**config.mk**
```make
export PLATFORM = sky130hd
export DESIGN_NAME = swnh_ctrl
export DESIGN_NICKNAME = d
export VERILOG_FILES = /design/src/design/swnh_pkg.sv /design/src/design/swnh_ctrl.sv
export VERILOG_INCLUDE_DIRS = /design/src /design/src/design
export SDC_FILE = /design/constraint.sdc
export NUM_CORES = 1
export LEC_CHECK = 0
export BUFFER_PORTS_ARGS = -buffer_cell sky130_fd_sc_hd__buf_4
export CAP_MARGIN = 20
export CORE_MARGIN = 2
export CORE_UTILIZATION = 49
export DETAILED_ROUTE_END_ITERATION = 7
export PLACE_DENSITY = 0.77
export REMOVE_ABC_BUFFERS = 1
export SLEW_MARGIN = 20
export SYNTH_ARGS = -nofsm -noshare
export SYNTH_HDL_FRONTEND = slang
export SYNTH_SLANG_ARGS = --single-unit
```
**constraint.sdc**
```tcl
create_clock -name clk -period 2.1 [get_ports clk]
set_input_delay 0.105 -clock clk [delete_from_list [all_inputs] [get_ports clk]]
set_output_delay 0.105 -clock clk [all_outputs]
set_load 0.01 [all_outputs]
```
**src/design/assert_macros.svh**
```systemverilog
// Assertion macros used by the RTL files (included by swnh_ctrl).
`ifndef ASSERT_MACROS_SVH
`define ASSERT_MACROS_SVH
`ifndef SYNTHESIS
`define AST_CHK(lbl, clk, rstn, prop) \
  lbl: assert property (@(posedge clk) disable iff (!rstn) prop) \
    else $error("assertion failed");
`define AST_RAW(lbl, clk, prop) \
  lbl: assert property (@(posedge clk) prop) else $error("assertion failed");
`else
`define AST_CHK(lbl, clk, rstn, prop)
`define AST_RAW(lbl, clk, prop)
`endif
`endif

```
**src/design/swnh_pkg.sv**
```systemverilog
// Shared types and constants of the segment wall nearest hit block.
`default_nettype none
package swnh_pkg;
  localparam int MAX_WALLS = 512;
  localparam int WALL_AW = $clog2(MAX_WALLS);
  localparam int CNT_W = 10;
  localparam int NCNT_W = WALL_AW + 1;
  localparam int WALL_W = 128;
  localparam int DIV_STEPS = 32;
  localparam int DIVC_W = $clog2(DIV_STEPS);

  typedef enum logic [1:0] {
    CFG_WALL_COUNT = 2'd0,
    CFG_PAR_THR    = 2'd1,
    CFG_MIN_MOVE   = 2'd2,
    CFG_UNUSED     = 2'd3
  } cfg_idx_t;

  typedef enum logic [3:0] {
    MUL_NONE, MUL_ABX_ABX, MUL_ABY_ABY, MUL_ABX_CDY, MUL_ABY_CDX, MUL_DX_CDY,
    MUL_DY_CDX, MUL_DX_ABY, MUL_DY_ABX, MUL_TQ_DX, MUL_TQ_DY, MUL_TQ_DZ
  } mul_sel_t;

  typedef enum logic [3:0] {
    ACC_NONE, ACC_LEN_LD, ACC_LEN_ADD, ACC_DEN_LD, ACC_DEN_SUB,
    ACC_NT_LD, ACC_NT_SUB, ACC_NU_LD, ACC_NU_SUB, ACC_OUT_X, ACC_OUT_Y, ACC_OUT_Z
  } acc_sel_t;

  typedef struct packed {
    logic               load_q;
    logic               wr_en;
    logic [WALL_AW-1:0] rd_addr;
    logic               load_w;
    mul_sel_t           mul;
    acc_sel_t           acc;
    logic               div_init;
    logic               div_step;
    logic               best_upd;
  } swnh_cmd_t;

  typedef struct packed {
    logic short_move;
    logic wall_ok;
    logic found;
  } swnh_sts_t;

  function automatic logic [66:0] abs67(input logic signed [66:0] v);
    abs67 = v[66] ? 67'(-v) : 67'(v);
  endfunction
endpackage
`default_nettype wire

```
**src/design/swnh_ctrl.sv**
```systemverilog
// Controller: issues wall writes and sequences the query over the wall table.
`default_nettype none
`include "assert_macros.svh"
module swnh_ctrl (
  input  wire logic                         clk,
  input  wire logic                         rst_n,
  input  wire logic                         start,
  input  wire logic                         in_func,
  input  wire logic [swnh_pkg::WALL_AW-1:0] in_wall_index,
  input  wire logic [swnh_pkg::CNT_W-1:0]   wall_count,
  input  wire swnh_pkg::swnh_sts_t          sts,
  output swnh_pkg::swnh_cmd_t               cmd,
  output logic                              busy,
  output logic                              out_valid
);
  typedef enum logic [4:0] {
    S_IDLE, S_L0, S_L1, S_L2, S_L3, S_RD, S_LW, S_M0, S_M1, S_M2, S_M3, S_M4,
    S_M5, S_M6, S_CHK, S_DIV, S_CMP, S_NEXT, S_I0, S_I1, S_I2, S_I3, S_DONE
  } state_t;

  state_t                          state_r, state_nxt;
  logic [swnh_pkg::WALL_AW-1:0]    idx_r, idx_nxt;
  logic [swnh_pkg::NCNT_W-1:0]     n_r, n_nxt;
  logic [swnh_pkg::DIVC_W-1:0]     dc_r, dc_nxt;
  logic                            done_r;
  logic                            accept;

  assign accept = start && (state_r == S_IDLE);
  assign busy = (state_r != S_IDLE);
  assign out_valid = done_r;

  always_comb begin
    state_nxt = state_r;
    idx_nxt = idx_r;
    n_nxt = n_r;
    dc_nxt = dc_r;
    cmd = '0;
    cmd.mul = swnh_pkg::MUL_NONE;
    cmd.acc = swnh_pkg::ACC_NONE;
    cmd.rd_addr = idx_r;
    unique case (state_r)
      S_IDLE: begin
        if (accept) begin
          if (in_func) begin
            cmd.load_q = 1'b1;
            state_nxt = S_L0;
          end else if (int'(in_wall_index) < swnh_pkg::MAX_WALLS) begin
            cmd.wr_en = 1'b1;
          end
        end
      end
      S_L0: begin
        cmd.mul = swnh_pkg::MUL_ABX_ABX;
        state_nxt = S_L1;
      end
      S_L1: begin
        cmd.mul = swnh_pkg::MUL_ABY_ABY;
        cmd.acc = swnh_pkg::ACC_LEN_LD;
        state_nxt = S_L2;
      end
      S_L2: begin
        cmd.acc = swnh_pkg::ACC_LEN_ADD;
        state_nxt = S_L3;
      end
      S_L3: begin
        idx_nxt = '0;
        if (int'(wall_count) > swnh_pkg::MAX_WALLS) begin
          n_nxt = swnh_pkg::NCNT_W'(swnh_pkg::MAX_WALLS);
        end else begin
          n_nxt = swnh_pkg::NCNT_W'(wall_count);
        end
        if (sts.short_move || wall_count == '0) begin
          state_nxt = S_DONE;
        end else begin
          state_nxt = S_RD;
        end
      end
      S_RD: state_nxt = S_LW;
      S_LW: begin
        cmd.load_w = 1'b1;
        state_nxt = S_M0;
      end
      S_M0: begin
        cmd.mul = swnh_pkg::MUL_ABX_CDY;
        state_nxt = S_M1;
      end
      S_M1: begin
        cmd.mul = swnh_pkg::MUL_ABY_CDX;
        cmd.acc = swnh_pkg::ACC_DEN_LD;
        state_nxt = S_M2;
      end
      S_M2: begin
        cmd.mul = swnh_pkg::MUL_DX_CDY;
        cmd.acc = swnh_pkg::ACC_DEN_SUB;
        state_nxt = S_M3;
      end
      S_M3: begin
        cmd.mul = swnh_pkg::MUL_DY_CDX;
        cmd.acc = swnh_pkg::ACC_NT_LD;
        state_nxt = S_M4;
      end
      S_M4: begin
        cmd.mul = swnh_pkg::MUL_DX_ABY;
        cmd.acc = swnh_pkg::ACC_NT_SUB;
        state_nxt = S_M5;
      end
      S_M5: begin
        cmd.mul = swnh_pkg::MUL_DY_ABX;
        cmd.acc = swnh_pkg::ACC_NU_LD;
        state_nxt = S_M6;
      end
      S_M6: begin
        cmd.acc = swnh_pkg::ACC_NU_SUB;
        state_nxt = S_CHK;
      end
      S_CHK: begin
        dc_nxt = '0;
        if (sts.wall_ok) begin
          cmd.div_init = 1'b1;
          state_nxt = S_DIV;
        end else begin
          state_nxt = S_NEXT;
        end
      end
      S_DIV: begin
        cmd.div_step = 1'b1;
        dc_nxt = dc_r + 1'b1;
        if (dc_r == swnh_pkg::DIVC_W'(swnh_pkg::DIV_STEPS - 1)) begin
          state_nxt = S_CMP;
        end
      end
      S_CMP: begin
        cmd.best_upd = 1'b1;
        state_nxt = S_NEXT;
      end
      S_NEXT: begin
        if ({1'b0, idx_r} + 1'b1 == n_r) begin
          state_nxt = sts.found ? S_I0 : S_DONE;
        end else begin
          idx_nxt = idx_r + 1'b1;
          state_nxt = S_RD;
        end
      end
      S_I0: begin
        cmd.mul = swnh_pkg::MUL_TQ_DX;
        state_nxt = S_I1;
      end
      S_I1: begin
        cmd.mul = swnh_pkg::MUL_TQ_DY;
        cmd.acc = swnh_pkg::ACC_OUT_X;
        state_nxt = S_I2;
      end
      S_I2: begin
        cmd.mul = swnh_pkg::MUL_TQ_DZ;
        cmd.acc = swnh_pkg::ACC_OUT_Y;
        state_nxt = S_I3;
      end
      S_I3: begin
        cmd.acc = swnh_pkg::ACC_OUT_Z;
        state_nxt = S_DONE;
      end
      S_DONE: state_nxt = S_IDLE;
      default: state_nxt = S_IDLE;
    endcase
  end

  always_ff @(posedge clk) begin
    if (!rst_n) begin
      state_r <= S_IDLE;
      idx_r <= '0;
      n_r <= '0;
      dc_r <= '0;
      done_r <= 1'b0;
    end else begin
      state_r <= state_nxt;
      idx_r <= idx_nxt;
      n_r <= n_nxt;
      dc_r <= dc_nxt;
      done_r <= (state_r == S_DONE);
    end
  end

  `AST_CHK(a_query_busy, clk, rst_n, (accept && in_func) |=> busy)
  `AST_CHK(a_write_idle, clk, rst_n, (accept && !in_func) |=> !busy)
  `AST_CHK(a_strobe_pulse, clk, rst_n, out_valid |-> (!$past(out_valid) && !busy))
endmodule
`default_nettype wire

```
==> impl_metrics.ini, run 1 <==
[outcome]
run_status = finished clean

[timing]
worstMarginPinSlew_ns = 0.609
worst_slew_margin_rel = 0.592
postLayoutSetupSlackWorst_ns = 0.0301
report.final.setup_viol = 0
fmax_ghz = 0.483
fin_hold_ws_ns = 0.0872
timing.final.crit_period_ns = 2.07
clock-skew-final_ns = 0.00821
final_hold_viol_count = 0
finalCritPeriodShare = 0.986
timing_max_transition_violations_final = 0
rsz0062_at_grt = yes

[critical_path]
worstPathCellList = buf_6 -> buf_4 -> nand2_1 -> o221ai_1 -> nand2_1 -> o2111a_2 -> buf_6 -> or3_2 -> a21oi_2
critical_path_endpoint_category = register
arrival_time_reported_for_the_critical_path_endpoint_ns = 2.28
worst-setup-path-type = register to register
cp_required_ns = 2.31
setup.worst_path.start_class = register
critical_path.max_fanout = 6
slowest_delay_ns = 0.42
timing.critical_path.buf_inv = 3
timing.critical_path.slowest_stage_cell = sky130_fd_sc_hd__or3_2
critPathTopFamily = compound AO/OA/AOI/OAI gates

[cts]
clock-sinks = 30
latest_clock_arrival_within_the_worst_skew_pair_ns = 0.29
htree_num_levels = 2
path_clk_slew_ns = 0.07
tritoncts_clock_tree = done
cts_inserted_buffers = 5
clock_tree.buffer_depth = 2
cts-root-buf = sky130_fd_sc_hd__clkbuf_8

[drt]
post-route-drc-count = 0
routed_wl_um = 6190
wl_per_cell_um = 15.1
post_drt_via_cell_ratio = 5.99
drtIter0Drc = 181
antenna_violating_nets_post_route = 0
detail_route.first_pass.iterations = 4
via_count = 2460

[placed_design]
placed_cell_area_mm2 = 0.00269
dp.cells = 402
detailedPlacementHpwl_um = 4440
place_worst_setup_slack_ns = -0.0158
port_buffers = 41
globalplace.congestion = 0.898

[global_route]
grt_antenna_before_repair = 0
globalRouteTotalUtil = 0.246
grt_max_degree = 23
number_of_global_route_vias_before_repair = 2234
global_route.overflow_total = 0
grt_pass1_wl_um = 9960

[yosys]
syn-instance-count = 296
synthesized_area_mm2 = 0.00213
yosysWarningCount = 0
sequential_to_total_area_share_from_yosys_stat = 0.282
synth.avg_cell_area_um2 = 7.19
synth_enable_flop_cells = 0
synthesized_flop_and_latch_total = 30
ys_types = 56
async_reset_ff_frac = 0
dominantRegCellSynth = sky130_fd_sc_hd__dfxtp_1

[floorplanning]
floorplan.io_pins = 51
die_w_um = 69.9
dieArea_mm2 = 0.00489
design.core.area_mm2 = 0.00409
floorplan.initialDensity = 0.521
floorplan_die_height_um = 69.9
floorplan.rows = 23

[flow_run]
cap_violations = 0

[finish]
ratio_of_cells_with_drive_above_1_in_the_final_layout = 0.319
layout.nets = 389
nFillCells = 326
n_antenna_cell = 0
area_growth_pct = 37.2
layout.cell_area.non_filler_mm2 = 0.00292
post_layout_nonfiller_instances = 411

[power]
power.leakage_nw = 1.23
cellPowerDensity_mw_per_mm2 = 653
maximum_resistive_drop_on_vdd_v = 0.000508

[min_path]
min-delay-path-class = input port to register
[final timing paths]
check / startpoint / endpoint / slack, ns / depth (start not counted)
worst max-delay path: idx_r[3] / idx_r[0] / 0.03 / 9
worst min-delay path: wall_count[9] / n_r[9] / 0.09 / 3
worst max register to register: idx_r[3] / idx_r[0] / 0.03 / 9
worst min register to register: dc_r[3] / dc_r[3] / 0.46 / 2
[cell type report]
| type | count | area (um2) | area share |
|---|---|---|---|
| Timing Repair Buffer | 77 | 609 | 0.209 |
| Sequential cell | 30 | 609 | 0.209 |
| Tap cell | 50 | 62.6 | 0.0214 |
| Multi-Input combinational cell | 239 | 1520 | 0.521 |
| Clock buffer | 7 | 86.3 | 0.0296 |
| Inverter | 7 | 26.3 | 0.00899 |
| Clock inverter | 1 | 5.00 | 0.00171 |
[layer usage]
layer / routed length, um / global-route usage / up-vias
met4: 113 / 0.100 / 0
met3: 342 / 0.0433 / 13
met1: 2850 / 0.335 / 1142
li1: - / - / 1214
met5: 0 / 0 / -
met2: 2890 / 0.384 / 91
[cell usage in the layout, fill, tap and decap left out, types with 2 or more instances in the layout]
| cell | instances |
|---|---|
| sky130_fd_sc_hd__nor3_2 | 2 |
| sky130_fd_sc_hd__o32ai_1 | 2 |
| sky130_fd_sc_hd__mux2i_1 | 2 |
| sky130_fd_sc_hd__a22oi_1 | 2 |
| sky130_fd_sc_hd__o22ai_1 | 2 |
| sky130_fd_sc_hd__ha_1 | 2 |
| sky130_fd_sc_hd__and3_1 | 11 |
| sky130_fd_sc_hd__nand3_1 | 16 |
| sky130_fd_sc_hd__or2_2 | 2 |
| sky130_fd_sc_hd__buf_4 | 71 |
| sky130_fd_sc_hd__or3_1 | 2 |
| sky130_fd_sc_hd__dfxtp_2 | 7 |
| sky130_fd_sc_hd__and2_1 | 3 |
| sky130_fd_sc_hd__a31oi_1 | 3 |
| sky130_fd_sc_hd__nor3b_1 | 3 |
| sky130_fd_sc_hd__nor2b_1 | 7 |
| sky130_fd_sc_hd__a21oi_1 | 25 |
| sky130_fd_sc_hd__dfxtp_1 | 23 |
| sky130_fd_sc_hd__clkbuf_8 | 6 |
| sky130_fd_sc_hd__buf_6 | 5 |
| sky130_fd_sc_hd__o211ai_1 | 8 |
| sky130_fd_sc_hd__o21ai_0 | 14 |
| sky130_fd_sc_hd__inv_1 | 6 |
| sky130_fd_sc_hd__nand2_1 | 30 |
| sky130_fd_sc_hd__nor3_1 | 9 |
| sky130_fd_sc_hd__xnor2_1 | 4 |
| sky130_fd_sc_hd__nor2_1 | 37 |
| sky130_fd_sc_hd__o21a_1 | 3 |
| sky130_fd_sc_hd__nor4_1 | 6 |
| sky130_fd_sc_hd__nand2b_1 | 3 |
| sky130_fd_sc_hd__xor2_1 | 3 |
| sky130_fd_sc_hd__o31ai_2 | 5 |
[power breakdown]
group	internal (W)	switching (W)	leakage, nW
clock	0.000264	0.000230	0.0482
combinational	0.000328	0.000399	0.939
sequential	0.000605	0.0000816	0.246
total	0.00120	0.000711	1.23
[logic make-up after synthesis]
family,after synthesis,share of synthesized area
AOI/OAI and AO/OA,85,0.267
xor gates and xnor gates,9,0.0370
adders and majority gates,3,0.0176
buffers and inverters,27,0.0511
DFF,30,0.282
muxes,2,0.00940
and+or+nand+nor,140,0.336
[worst min-delay path, cell delays in order]
cell and delay, ns:
sky130_fd_sc_hd__buf_4 0.12, sky130_fd_sc_hd__nand2_1 0.05, sky130_fd_sc_hd__a21oi_1 0.05
[flip-flops by register name, summed over array words and instances (netlist names)]
signal     cells
dc_r           5
idx_r          9
n_r           10
out_valid      1
state_r        5
[through the flow]
step | util | power [W] | TNS, ns
after floorplan | - | 0.00108 | -0.240
after global placement | 0.659 | 0.00138 | 0
after detailed placement | 0.659 | 0.00138 | -0.0232
after CTS | 0.689 | 0.00188 | 0
after global routing | 0.715 | 0.00200 | -0.0509
final | 0.715 | 0.00191 | 0
[Yosys cell counts, types with 5 or more instances]
master                     instances  area (um2)
sky130_fd_sc_hd__a21oi_1          26         130
sky130_fd_sc_hd__clkbuf_1         12        45.0
sky130_fd_sc_hd__nor2_1           37         139
sky130_fd_sc_hd__nor3_1           11        55.1
sky130_fd_sc_hd__and3_1           11        68.8
sky130_fd_sc_hd__nor2b_1           7        43.8
sky130_fd_sc_hd__dfxtp_1          30         601
sky130_fd_sc_hd__inv_1             6        22.5
sky130_fd_sc_hd__nor4_1            6        37.5
sky130_fd_sc_hd__o21ai_0          15        75.1
sky130_fd_sc_hd__nand2_1          30         113
sky130_fd_sc_hd__o211ai_1          8        60.1
sky130_fd_sc_hd__xnor2_1           5        43.8
sky130_fd_sc_hd__o31ai_1           5        37.5
sky130_fd_sc_hd__nand3_1          17        85.1
[timing repair]
item	in CTS	in global routing
endpoints found under the setup margin	6	12
pin swaps	5	7
gates resized for setup	5	26
hold endpoints to repair	0	0
setup buffers	1	1
hold buffers	0	0
(Power assumes the default switching activity.)
==> run 2, diff against run 1 <==
Settings changed: CELL_PAD_IN_SITES_DETAIL_PLACEMENT set to 1, CELL_PAD_IN_SITES_GLOBAL_PLACEMENT set to 2, CORE_UTILIZATION 49 to 27, PLACE_DENSITY 0.77 to unset, PLACE_DENSITY_LB_ADDON set to 0.1, SKIP_CTS_REPAIR_TIMING set to 1.
==> impl_metrics.ini, run 2 (synthesized netlist as in run 1, its figures left out) <==
[drt]
routed_wl_um = 7330
antenna_violating_nets_post_route = 0
via_count = 2454
post-route-drc-count = 0
detail_route.first_pass.iterations = 4
met2_wirelength_um = 3640
wl_per_cell_um = 15.5
met3WireLength_um = 174
post_drt_via_cell_ratio = 5.20
top_signal_layer_used = met4
drt-met1-wl_um = 3410
drtIter0Drc = 63

[flow_run]
cap_violations = 0

[floorplanning]
floorplan_die_height_um = 92.8
design.core.area_mm2 = 0.00769
floorplan.io_pins = 51
dieArea_mm2 = 0.00861
die_w_um = 92.8
floorplan.rows = 32
floorplan.initialDensity = 0.277

[finish]
layout.nets = 398
biggestRegsByFlops = n_r (10), idx_r (9)
top_register = n_r
n_antenna_cell = 0
ratio_of_cells_with_drive_above_1_in_the_final_layout = 0.322
largest_register_ffs = 10
final_core_util = 0.390
post_layout_nonfiller_instances = 472
layout.cells.most_common_list = sky130_fd_sc_hd__buf_4 (85), sky130_fd_sc_hd__nor2_1 (37), sky130_fd_sc_hd__nand2_1 (30)
area_growth_pct = 40.8
layout.cells.most_common = sky130_fd_sc_hd__buf_4

[outcome]
run_status = finished clean

[global_route]
globalRouteTotalUtil = 0.177
number_of_global_route_vias_before_repair = 2490
grt_max_degree = 20
grt_antenna_before_repair = 0
global_route.overflow_total = 0
grt_pass1_wl_um = 12300

[critical_path]
arrival_time_reported_for_the_critical_path_endpoint_ns = 2.23
cp_required_ns = 2.28
worst-setup-path-type = register to register
critical_path_endpoint_category = register
ff2ff_setup_slack_ns = 0.05
setup.worst_path.start_class = register
critical_path.max_fanout = 3

[cts]
path_clk_slew_ns = 0.08
latest_clock_arrival_within_the_worst_skew_pair_ns = 0.29
tritoncts_clock_tree = done
cts_inserted_buffers = 5
clock-sinks = 30
cts-root-buf = sky130_fd_sc_hd__clkbuf_8
htree_num_levels = 2
clock_tree.buffer_depth = 2

[timing]
fmax_ghz = 0.489
report.final.setup_viol = 0
clock-skew-final_ns = 0.0151
finalCritPeriodShare = 0.975
timing_max_transition_violations_final = 0
final_hold_viol_count = 0
worstMarginPinSlew_ns = 0.504
rsz0062_at_grt = yes
worst_slew_margin_rel = 0.661
timing.final.crit_period_ns = 2.05

[min_path]
min-delay-path-class = input port to register

[power]
maximum_resistive_drop_on_vdd_v = 0.000242
cellPowerDensity_mw_per_mm2 = 678
power.leakage_nw = 1.25

[placed_design]
globalplace.congestion = 0.854
dp.cells = 464
port_buffers = 41
detailedPlacementHpwl_um = 5790
[run 2: cell count changes in the layout (fill, tap and decap cells not counted), moves of 4 or more]
cell                      change
sky130_fd_sc_hd__o31ai_2      -4
sky130_fd_sc_hd__buf_6        -4
sky130_fd_sc_hd__buf_4       +14
sky130_fd_sc_hd__o31ai_1      +4
[run 2: stage by stage]
| step | hold WS [ns] | TNS, ns | setup slack [ns] | area (um2) | power [W] |
|---|---|---|---|---|---|
| after global placement | 0.377 | 0 | 0.0214 | 2820 | 0.00145 |
| after detailed placement | 0.379 | -0.0297 | -0.0297 | 2820 | 0.00145 |
| after CTS | 0.0813 | -0.0336 | -0.0309 | 2930 | 0.00205 |
| after floorplan | 0.233 | -0.240 | -0.157 | 2050 | 0.00108 |
| final | 0.0828 | 0 | 0.0531 | 3000 | 0.00203 |
| after global routing | 0.0881 | -0.192 | -0.0678 | 3000 | 0.00218 |
[run 2: final timing paths]
path,startpoint,endpoint,cells after the start
worst min register to register,dc_r[3],dc_r[3],2
worst max register to register,idx_r[0],state_r[2],7
worst max-delay path,idx_r[0],state_r[2],7
worst min-delay path,wall_count[9],n_r[9],3
[run 2: power by group]
part | total [W] | switching [W] | leakage (nW) | internal [W]
combinational | 0.000762 | 0.000416 | 0.951 | 0.000346
sequential | 0.000682 | 0.0000765 | 0.246 | 0.000605
clock | 0.000590 | 0.000240 | 0.0579 | 0.000349
total | 0.00203 | 0.000733 | 1.25 | 0.00130
[run 2: cell type report]
class	instances	area (um2)
Fill cell	972	4690
Multi-Input combinational cell	239	1480
Timing Repair Buffer	86	649
Sequential cell	30	609
Tap cell	102	128
Clock buffer	5	68.8
Clock inverter	3	40.0
Inverter	7	26.3
[run 2: layer usage]
| metal | GRT usage | vias up |
|---|---|---|
| li1 | - | 1238 |
| met1 | 0.223 | 1173 |
| met2 | 0.312 | 33 |
| met3 | 0.0285 | 10 |
| met4 | 0.0453 | 0 |
| met5 | 0 | - |
[run 2: critical path, stage by stage, from the launching register on]
cell and delay, ns:
sky130_fd_sc_hd__dfxtp_2 0.34, sky130_fd_sc_hd__ha_4 0.27, sky130_fd_sc_hd__xnor2_2 0.11, sky130_fd_sc_hd__o311ai_2 0.13, sky130_fd_sc_hd__nor4b_2 0.33, sky130_fd_sc_hd__o2111a_2 0.29
sky130_fd_sc_hd__nor2_4 0.05, sky130_fd_sc_hd__o41a_1 0.42
